===== src/rtl/core/rank_range_list_parser_defines.svh =====
// Assertion macros for the rank range-list parser.
// Each expands to a labeled concurrent assertion clocked on clk_i and
// disabled while rst_ni is low.
`ifndef RANK_RANGE_LIST_PARSER_DEFINES_SVH
`define RANK_RANGE_LIST_PARSER_DEFINES_SVH

// Same-cycle implication
`define RRLP_ASSERT_IMP(lbl, ante, cons, msg) \
  lbl: assert property (@(posedge clk_i) disable iff (!rst_ni) (ante) |-> (cons)) \
    else $error(msg);

// Next-cycle implication
`define RRLP_ASSERT_NXT(lbl, ante, cons, msg) \
  lbl: assert property (@(posedge clk_i) disable iff (!rst_ni) (ante) |=> (cons)) \
    else $error(msg);

`endif


===== src/rtl/core/rrlp_pkg.sv =====
package rrlp_pkg;

  // Field widths
  localparam int CHAR_W   = 8;
  localparam int QUERY_W  = 12;
  localparam int WORLD_W  = 13;
  localparam int STATUS_W = 2;

  // Width of a parsed number and of the bitmap epoch tag
  localparam int NUM_W   = 31;
  localparam int EPOCH_W = 8;

  // Configuration register indexes
  typedef enum logic {
    REG_QUERY = 1'b0,
    REG_WORLD = 1'b1
  } rrlp_reg_e;

  // Commands from controller to datapath
  typedef struct packed {
    logic step;      // accept one character
    logic walk_rd;   // read bitmap at walk index
    logic walk_chk;  // check and mark bitmap entry
    logic clr_wr;    // clearing pass write
    logic finish;    // load result, reset per-string state
  } rrlp_cmd_t;

  // Status from datapath to controller
  typedef struct packed {
    logic is_nul;      // current character ends the string
    logic walk_go;     // current character closes a non-empty in-bounds range
    logic rd_stop;     // walk index reached the rank limit
    logic chk_stop;    // duplicate found or last rank of range
    logic clr_done;    // clearing pass at last entry
    logic epoch_last;  // epoch tag about to wrap
  } rrlp_sts_t;

endpackage


===== src/rtl/core/rrlp_ctrl.sv =====
module rrlp_ctrl import rrlp_pkg::*; (
  input  logic      clk_i,
  input  logic      rst_ni,
  input  logic      in_valid_i,
  output logic      in_stall_o,
  output logic      out_valid_o,
  input  logic      out_stall_i,
  input  rrlp_sts_t sts_i,
  output rrlp_cmd_t cmd_o
);

  typedef enum logic [2:0] {
    ST_CLEAR,
    ST_IDLE,
    ST_WALK_RD,
    ST_WALK_CHK,
    ST_FINISH
  } state_e;

  state_e state_q, state_d;
  logic   eos_q, eos_d;
  logic   out_valid_q, out_valid_d;
  logic   slot_free;

  assign in_stall_o  = (state_q != ST_IDLE);
  assign out_valid_o = out_valid_q;
  assign slot_free   = !out_valid_q || !out_stall_i;

  // Sequencing
  always_comb begin
    state_d     = state_q;
    eos_d       = eos_q;
    out_valid_d = out_valid_q && out_stall_i;
    cmd_o       = '0;
    case (state_q)
      ST_CLEAR: begin
        cmd_o.clr_wr = 1'b1;
        if (sts_i.clr_done) begin
          state_d = ST_IDLE;
        end
      end
      ST_IDLE: begin
        if (in_valid_i) begin
          cmd_o.step = 1'b1;
          eos_d      = sts_i.is_nul;
          if (sts_i.walk_go) begin
            state_d = ST_WALK_RD;
          end else if (sts_i.is_nul) begin
            state_d = ST_FINISH;
          end
        end
      end
      ST_WALK_RD: begin
        cmd_o.walk_rd = 1'b1;
        if (sts_i.rd_stop) begin
          state_d = eos_q ? ST_FINISH : ST_IDLE;
        end else begin
          state_d = ST_WALK_CHK;
        end
      end
      ST_WALK_CHK: begin
        cmd_o.walk_chk = 1'b1;
        if (sts_i.chk_stop) begin
          state_d = eos_q ? ST_FINISH : ST_IDLE;
        end else begin
          state_d = ST_WALK_RD;
        end
      end
      ST_FINISH: begin
        if (slot_free) begin
          cmd_o.finish = 1'b1;
          out_valid_d  = 1'b1;
          state_d      = sts_i.epoch_last ? ST_CLEAR : ST_IDLE;
        end
      end
      default: begin
        state_d = ST_IDLE;
      end
    endcase
  end

  always_ff @(posedge clk_i or negedge rst_ni) begin
    if (!rst_ni) begin
      state_q     <= ST_CLEAR;
      eos_q       <= 1'b0;
      out_valid_q <= 1'b0;
    end else begin
      state_q     <= state_d;
      eos_q       <= eos_d;
      out_valid_q <= out_valid_d;
    end
  end

endmodule


===== config.mk =====
export PLATFORM = sky130hd
export DESIGN_NAME = rrlp_ctrl
export DESIGN_NICKNAME = d
export VERILOG_FILES = /design/src/rtl/core/rank_range_list_parser_defines.svh /design/src/rtl/core/rrlp_pkg.sv /design/src/rtl/core/rrlp_ctrl.sv
export SDC_FILE = /design/constraint.sdc
export NUM_CORES = 1
export LEC_CHECK = 0
export ABC_CLOCK_PERIOD_IN_PS = 1800
export BUFFER_PORTS_ARGS = -buffer_cell sky130_fd_sc_hd__buf_2
export CAP_MARGIN = 10
export CELL_PAD_IN_SITES_DETAIL_PLACEMENT = 0
export CELL_PAD_IN_SITES_GLOBAL_PLACEMENT = 1
export CORE_AREA = 3 3 40 42
export DETAILED_ROUTE_END_ITERATION = 8
export DIE_AREA = 0 0 43 45
export PLACE_DENSITY = 0.73
export SYNTH_ARGS = -nofsm -noshare
export SYNTH_HDL_FRONTEND = slang
export SYNTH_SLANG_ARGS = --single-unit

===== constraint.sdc =====
create_clock -name clk_i -period 1.8 [get_ports clk_i]
set_clock_uncertainty 0.15 [all_clocks]
set_input_delay 0.18 -clock clk_i [delete_from_list [all_inputs] [get_ports clk_i]]
set_output_delay 0.18 -clock clk_i [all_outputs]
set_load 0.05 [all_outputs]

Word level (Yosys, flattened, before mapping)
Index checks and enable logic that the tools add are counted.
- output and inout port bits: 7
- logic and storage cells: 38
- bits of input ports: 10
- register bits after elaboration: 5
- mux-type cells: 19
- reduce and logical (&&, ||, !) cells: 7
- eq/ne operators: 9
- operators with widths (operator ; number):
    two-way mux 3 bit ; 8
    one-hot mux 3 bit (5 select lines) ; 1
    two-way mux 1 bit ; 10
    == test 3 x 2 -> 1 bit (second input constant) ; 2
    inequality test 2 bit (second input constant) ; 3
    AND reduction 4 bit ; 1
    == test 3 x 1 -> 1 bit (second input constant) ; 1
    == test 3 bit (second input constant) ; 1
    zero test 3 bit ; 1
    inequality test 3 x 1 -> 1 bit (second input constant) ; 1
    inequality test 3 bit (second input constant) ; 1
    zero test 1 bit ; 2
    AND reduction 2 bit ; 1
    logical AND 1 bit ; 1
    logical OR 1 bit ; 1

Logic depth before layout (Yosys ltp)
- word-level depth: 4
- gate-level depth with buffers: 4
- gate-level depth less buffers: 3

Worst setup path after synthesis
No wires, ideal clock.
- kind: reg2out
- from: register state_q[0]
- to: output port cmd_o[2] in the netlist's numbering
- arrival: 1.749 ns
- buffers on the path: 1
- data required time: 1.470 ns
- stages on the path, launching flop included: 3
- path slack: -0.279 ns
- cells stage by stage: dfrtp_1 > buf_2 > nor3b_1
- RTL lines (element ; line ; text):
    start: declaration ; rrlp_ctrl.sv:20 ; state_e state_q, state_d;
    start signal: assignment ; rrlp_ctrl.sv:88 ; state_q <= state_d;
    end: declaration ; rrlp_ctrl.sv:9 ; output rrlp_cmd_t cmd_o

==> flow_summary.toml <==
[worst_setup_path]
max_stage_delay_ns = 0.49
crit_chain = "nor2_1, and3_1, clkbuf_4"
r2r-start = "state_q[0]"
cp_max_fo = 12
cp-end-kind = "output pin"
critical_path.startpoint = "state_q[1]"
required_ns = 1.47
rrSetupSlack_ns = 0.27
worstPathArrival_ns = 1.41
path_class = "reg -> out"
cp-start-kind = "flop"
slowest_stage = "dfrtp_2"

[logic_synthesis]
synth_top_family_by_area = "simple AND/OR/NAND/NOR gates"
syn_inst = 40
synth-xor-area-share_pct = 0
syn_avg_cell_area_um2 = 9.76
ys_seq_area_share_pct = 32.1
synth_area_leaders = "dfrtp_1 (32%), nor2b_1 (6.4%), mux2_4 (3.8%)"
synth_area_um2 = 390
synthSimpleGateAreaFrac_pct = 39.1
synth_top_area_share_pct = 32.1
synthAdderAreaFrac_pct = 0
synth.net_count = 50
synth_ff_type = "dfrtp_1"
yosysUniqueCellTypes = 32
async_flop_share_pct = 100
muxShareOfSynthArea_pct = 6.73
yosysMostFrequentCell = "dfrtp_1"
synth-compound-area-share_pct = 14.4
synth_edf_count = 0
ys_warn_count = 0
synth_seq_cells = 5
ys_top_cells_by_count = "dfrtp_1 (5), nor2b_1 (4), nor3_1 (2)"
yosysTopAreaCell = "dfrtp_1"

[die]
fp.dieW_um = 43
initial_utilization_pct = 30.4
die_h_um = 45
die_area_um2 = 1940
row_count = 13
io_pins = 17
coreArea_um2 = 1280

[clock_network]
root_buffer = "clkbuf_4"
cts.sinks = 5
tritoncts = "done"
clock_latency_ns = 0.25
path_clk_slew_ns = 0.04
cts_made_buffers = 3
max-clock-path-buffers = 2
ctsHtreeMaxLevel = 1

[placed_design]
place_ws_ns = 0.246
dp.cells = 69
globalplace.congestion = 0.744
portBuffers = 16
dpl.hpwl_um = 690

[drt]
wl_um = 918
antenna_left = 0
vias = 361
via_per_inst = 4.88
dr.pass1.iters = 2
wl_per_cell_um = 12.4
drc = 0
initialDrtViolationCount = 3

[global_routing]
grt_pass1_vias = 345
met2_usage_pct = 14.4
use_met1_pct = 14.1
antenna_found_initial = 0
gr-max-usage-layer = "met2"
gr-usage-met3_pct = 5.18
grt_pass1_wl_um = 1510
grt_usage_pct = 11.2
grt.overflow.total = 0
grt_max_degree = 13

[power]
power.internal_mw = 0.509
p_total_mw = 1.07
power_frac_comb_pct = 62.6
power_switching_mw = 0.565
leakagePower_nw = 0.247
ir_drop_mv = 0.963
power_frac_clock_pct = 12.6
p_seq_share_pct = 24.8
switching_share_pct = 52.6
power.density_nw_per_um2 = 2020

[run_status]
outcome = "finished, final reports clean"

[final_layout]
syn_to_final_growth_pct = 35.9
nets = 70
drive_gt1_share_pct = 49.2
instances_no_fill = 74
antenna_cells = 0

[sta]
fmax_mhz = 575
relSlewSlack_pct = 82.5
final_hold_viol_count = 0
setup_viol = 0
post-route-period-util_pct = 96.6
worst_pin_slew_ns = 0.262
rsz0062_at_grt = "no"
fin_setup_tns_ns = 0
period_minus_slack_ns = 1.74
drv_slew = 0
layout_setup_ws_ns = 0.0608

[hold_path]
hp-start = "sts_i[5]"
min_path_type = "in -> reg"

[run]
cap_violations = 0
-- per-layer routing --
metal | vias up | routed length (um)
met2 | 11 | 407
met4 | 0 | 9
met5 | - | 0
met1 | 162 | 428
li1 | 186 | -
met3 | 2 | 72
-- worst paths after layout --
path,to,depth (start not counted)
setup / recovery,cmd_o[4],3
hold / removal,eos_q,2
setup reg to reg,state_q[0],3
hold reg to reg,eos_q,1
max in group asynchronous,state_q[1],2
min in group asynchronous,state_q[0],2
-- kinds of logic after synthesis --
kind of cell,Yosys count
muxes,2
DFF,5
buffers and inverters,4
AOI/OAI and AO/OA,7
and+or+nand+nor,22
-- sequential cells by signal, indices dropped and copies added (netlist names) --
name / count
state_q: 3
eos_q: 1
out_valid_o: 1
-- through the flow --
step                      util [%]  cell area, um^2  hold WS (ns)
after CTS                     40.4              519        0.0138
after global routing          41.3              531        0.0192
after global placement        37.4              480        -0.149
after detailed placement      37.4              480        -0.147
after floorplan                  -              398        -0.266
final                         41.3              531        0.0217
-- cell type report --
| cell class | count | area (um^2) |
|---|---|---|
| Sequential cell | 5 | 128 |
| Inverter | 1 | 6.26 |
| Timing Repair Buffer | 18 | 103 |
| Clock buffer | 4 | 26.3 |
| Fill cell | 144 | 754 |
| Tap cell | 15 | 18.8 |
| Multi-Input combinational cell | 31 | 249 |
-- worst max-delay path: cells and delay by family (launching register included) --
| family | cells | cell delay, ns |
|---|---|---|
| flops | 1 | 0.49 |
| simple gates | 2 | 0.42 |
| buf+inv | 1 | 0.24 |
-- what timing repair did --
action | 4_1_cts | 5_1_grt
cloned | 0 | 0
endpoints found under the hold margin | 5 | 0
hold buffers | 1 | 0
pin swaps | 0 | 0
buffers inserted | 0 | 0
setup endpoints to repair | 2 | 2
gates resized for setup | 2 | 3
-- layout by cell type, fill, tap and decap left out, drive strengths merged, types with 2 or more instances in the layout --
cell    count
clkbuf      6
buf        15
nor2b       4
dfrtp       5
nor3b       2
mux2        2
nor3        2
-- power groups by stage --
stage,Clock [mW],Sequential (mW),Combinational (mW)
finish,0.135,0.266,0.672
global route,0.147,0.281,0.721
CTS,0.141,0.257,0.663
detailed placement,0,0.256,0.658
global placement,0,0.252,0.663
floorplan,0,0.234,0.563
No activity file was read; power rests on OpenSTA's default activity.
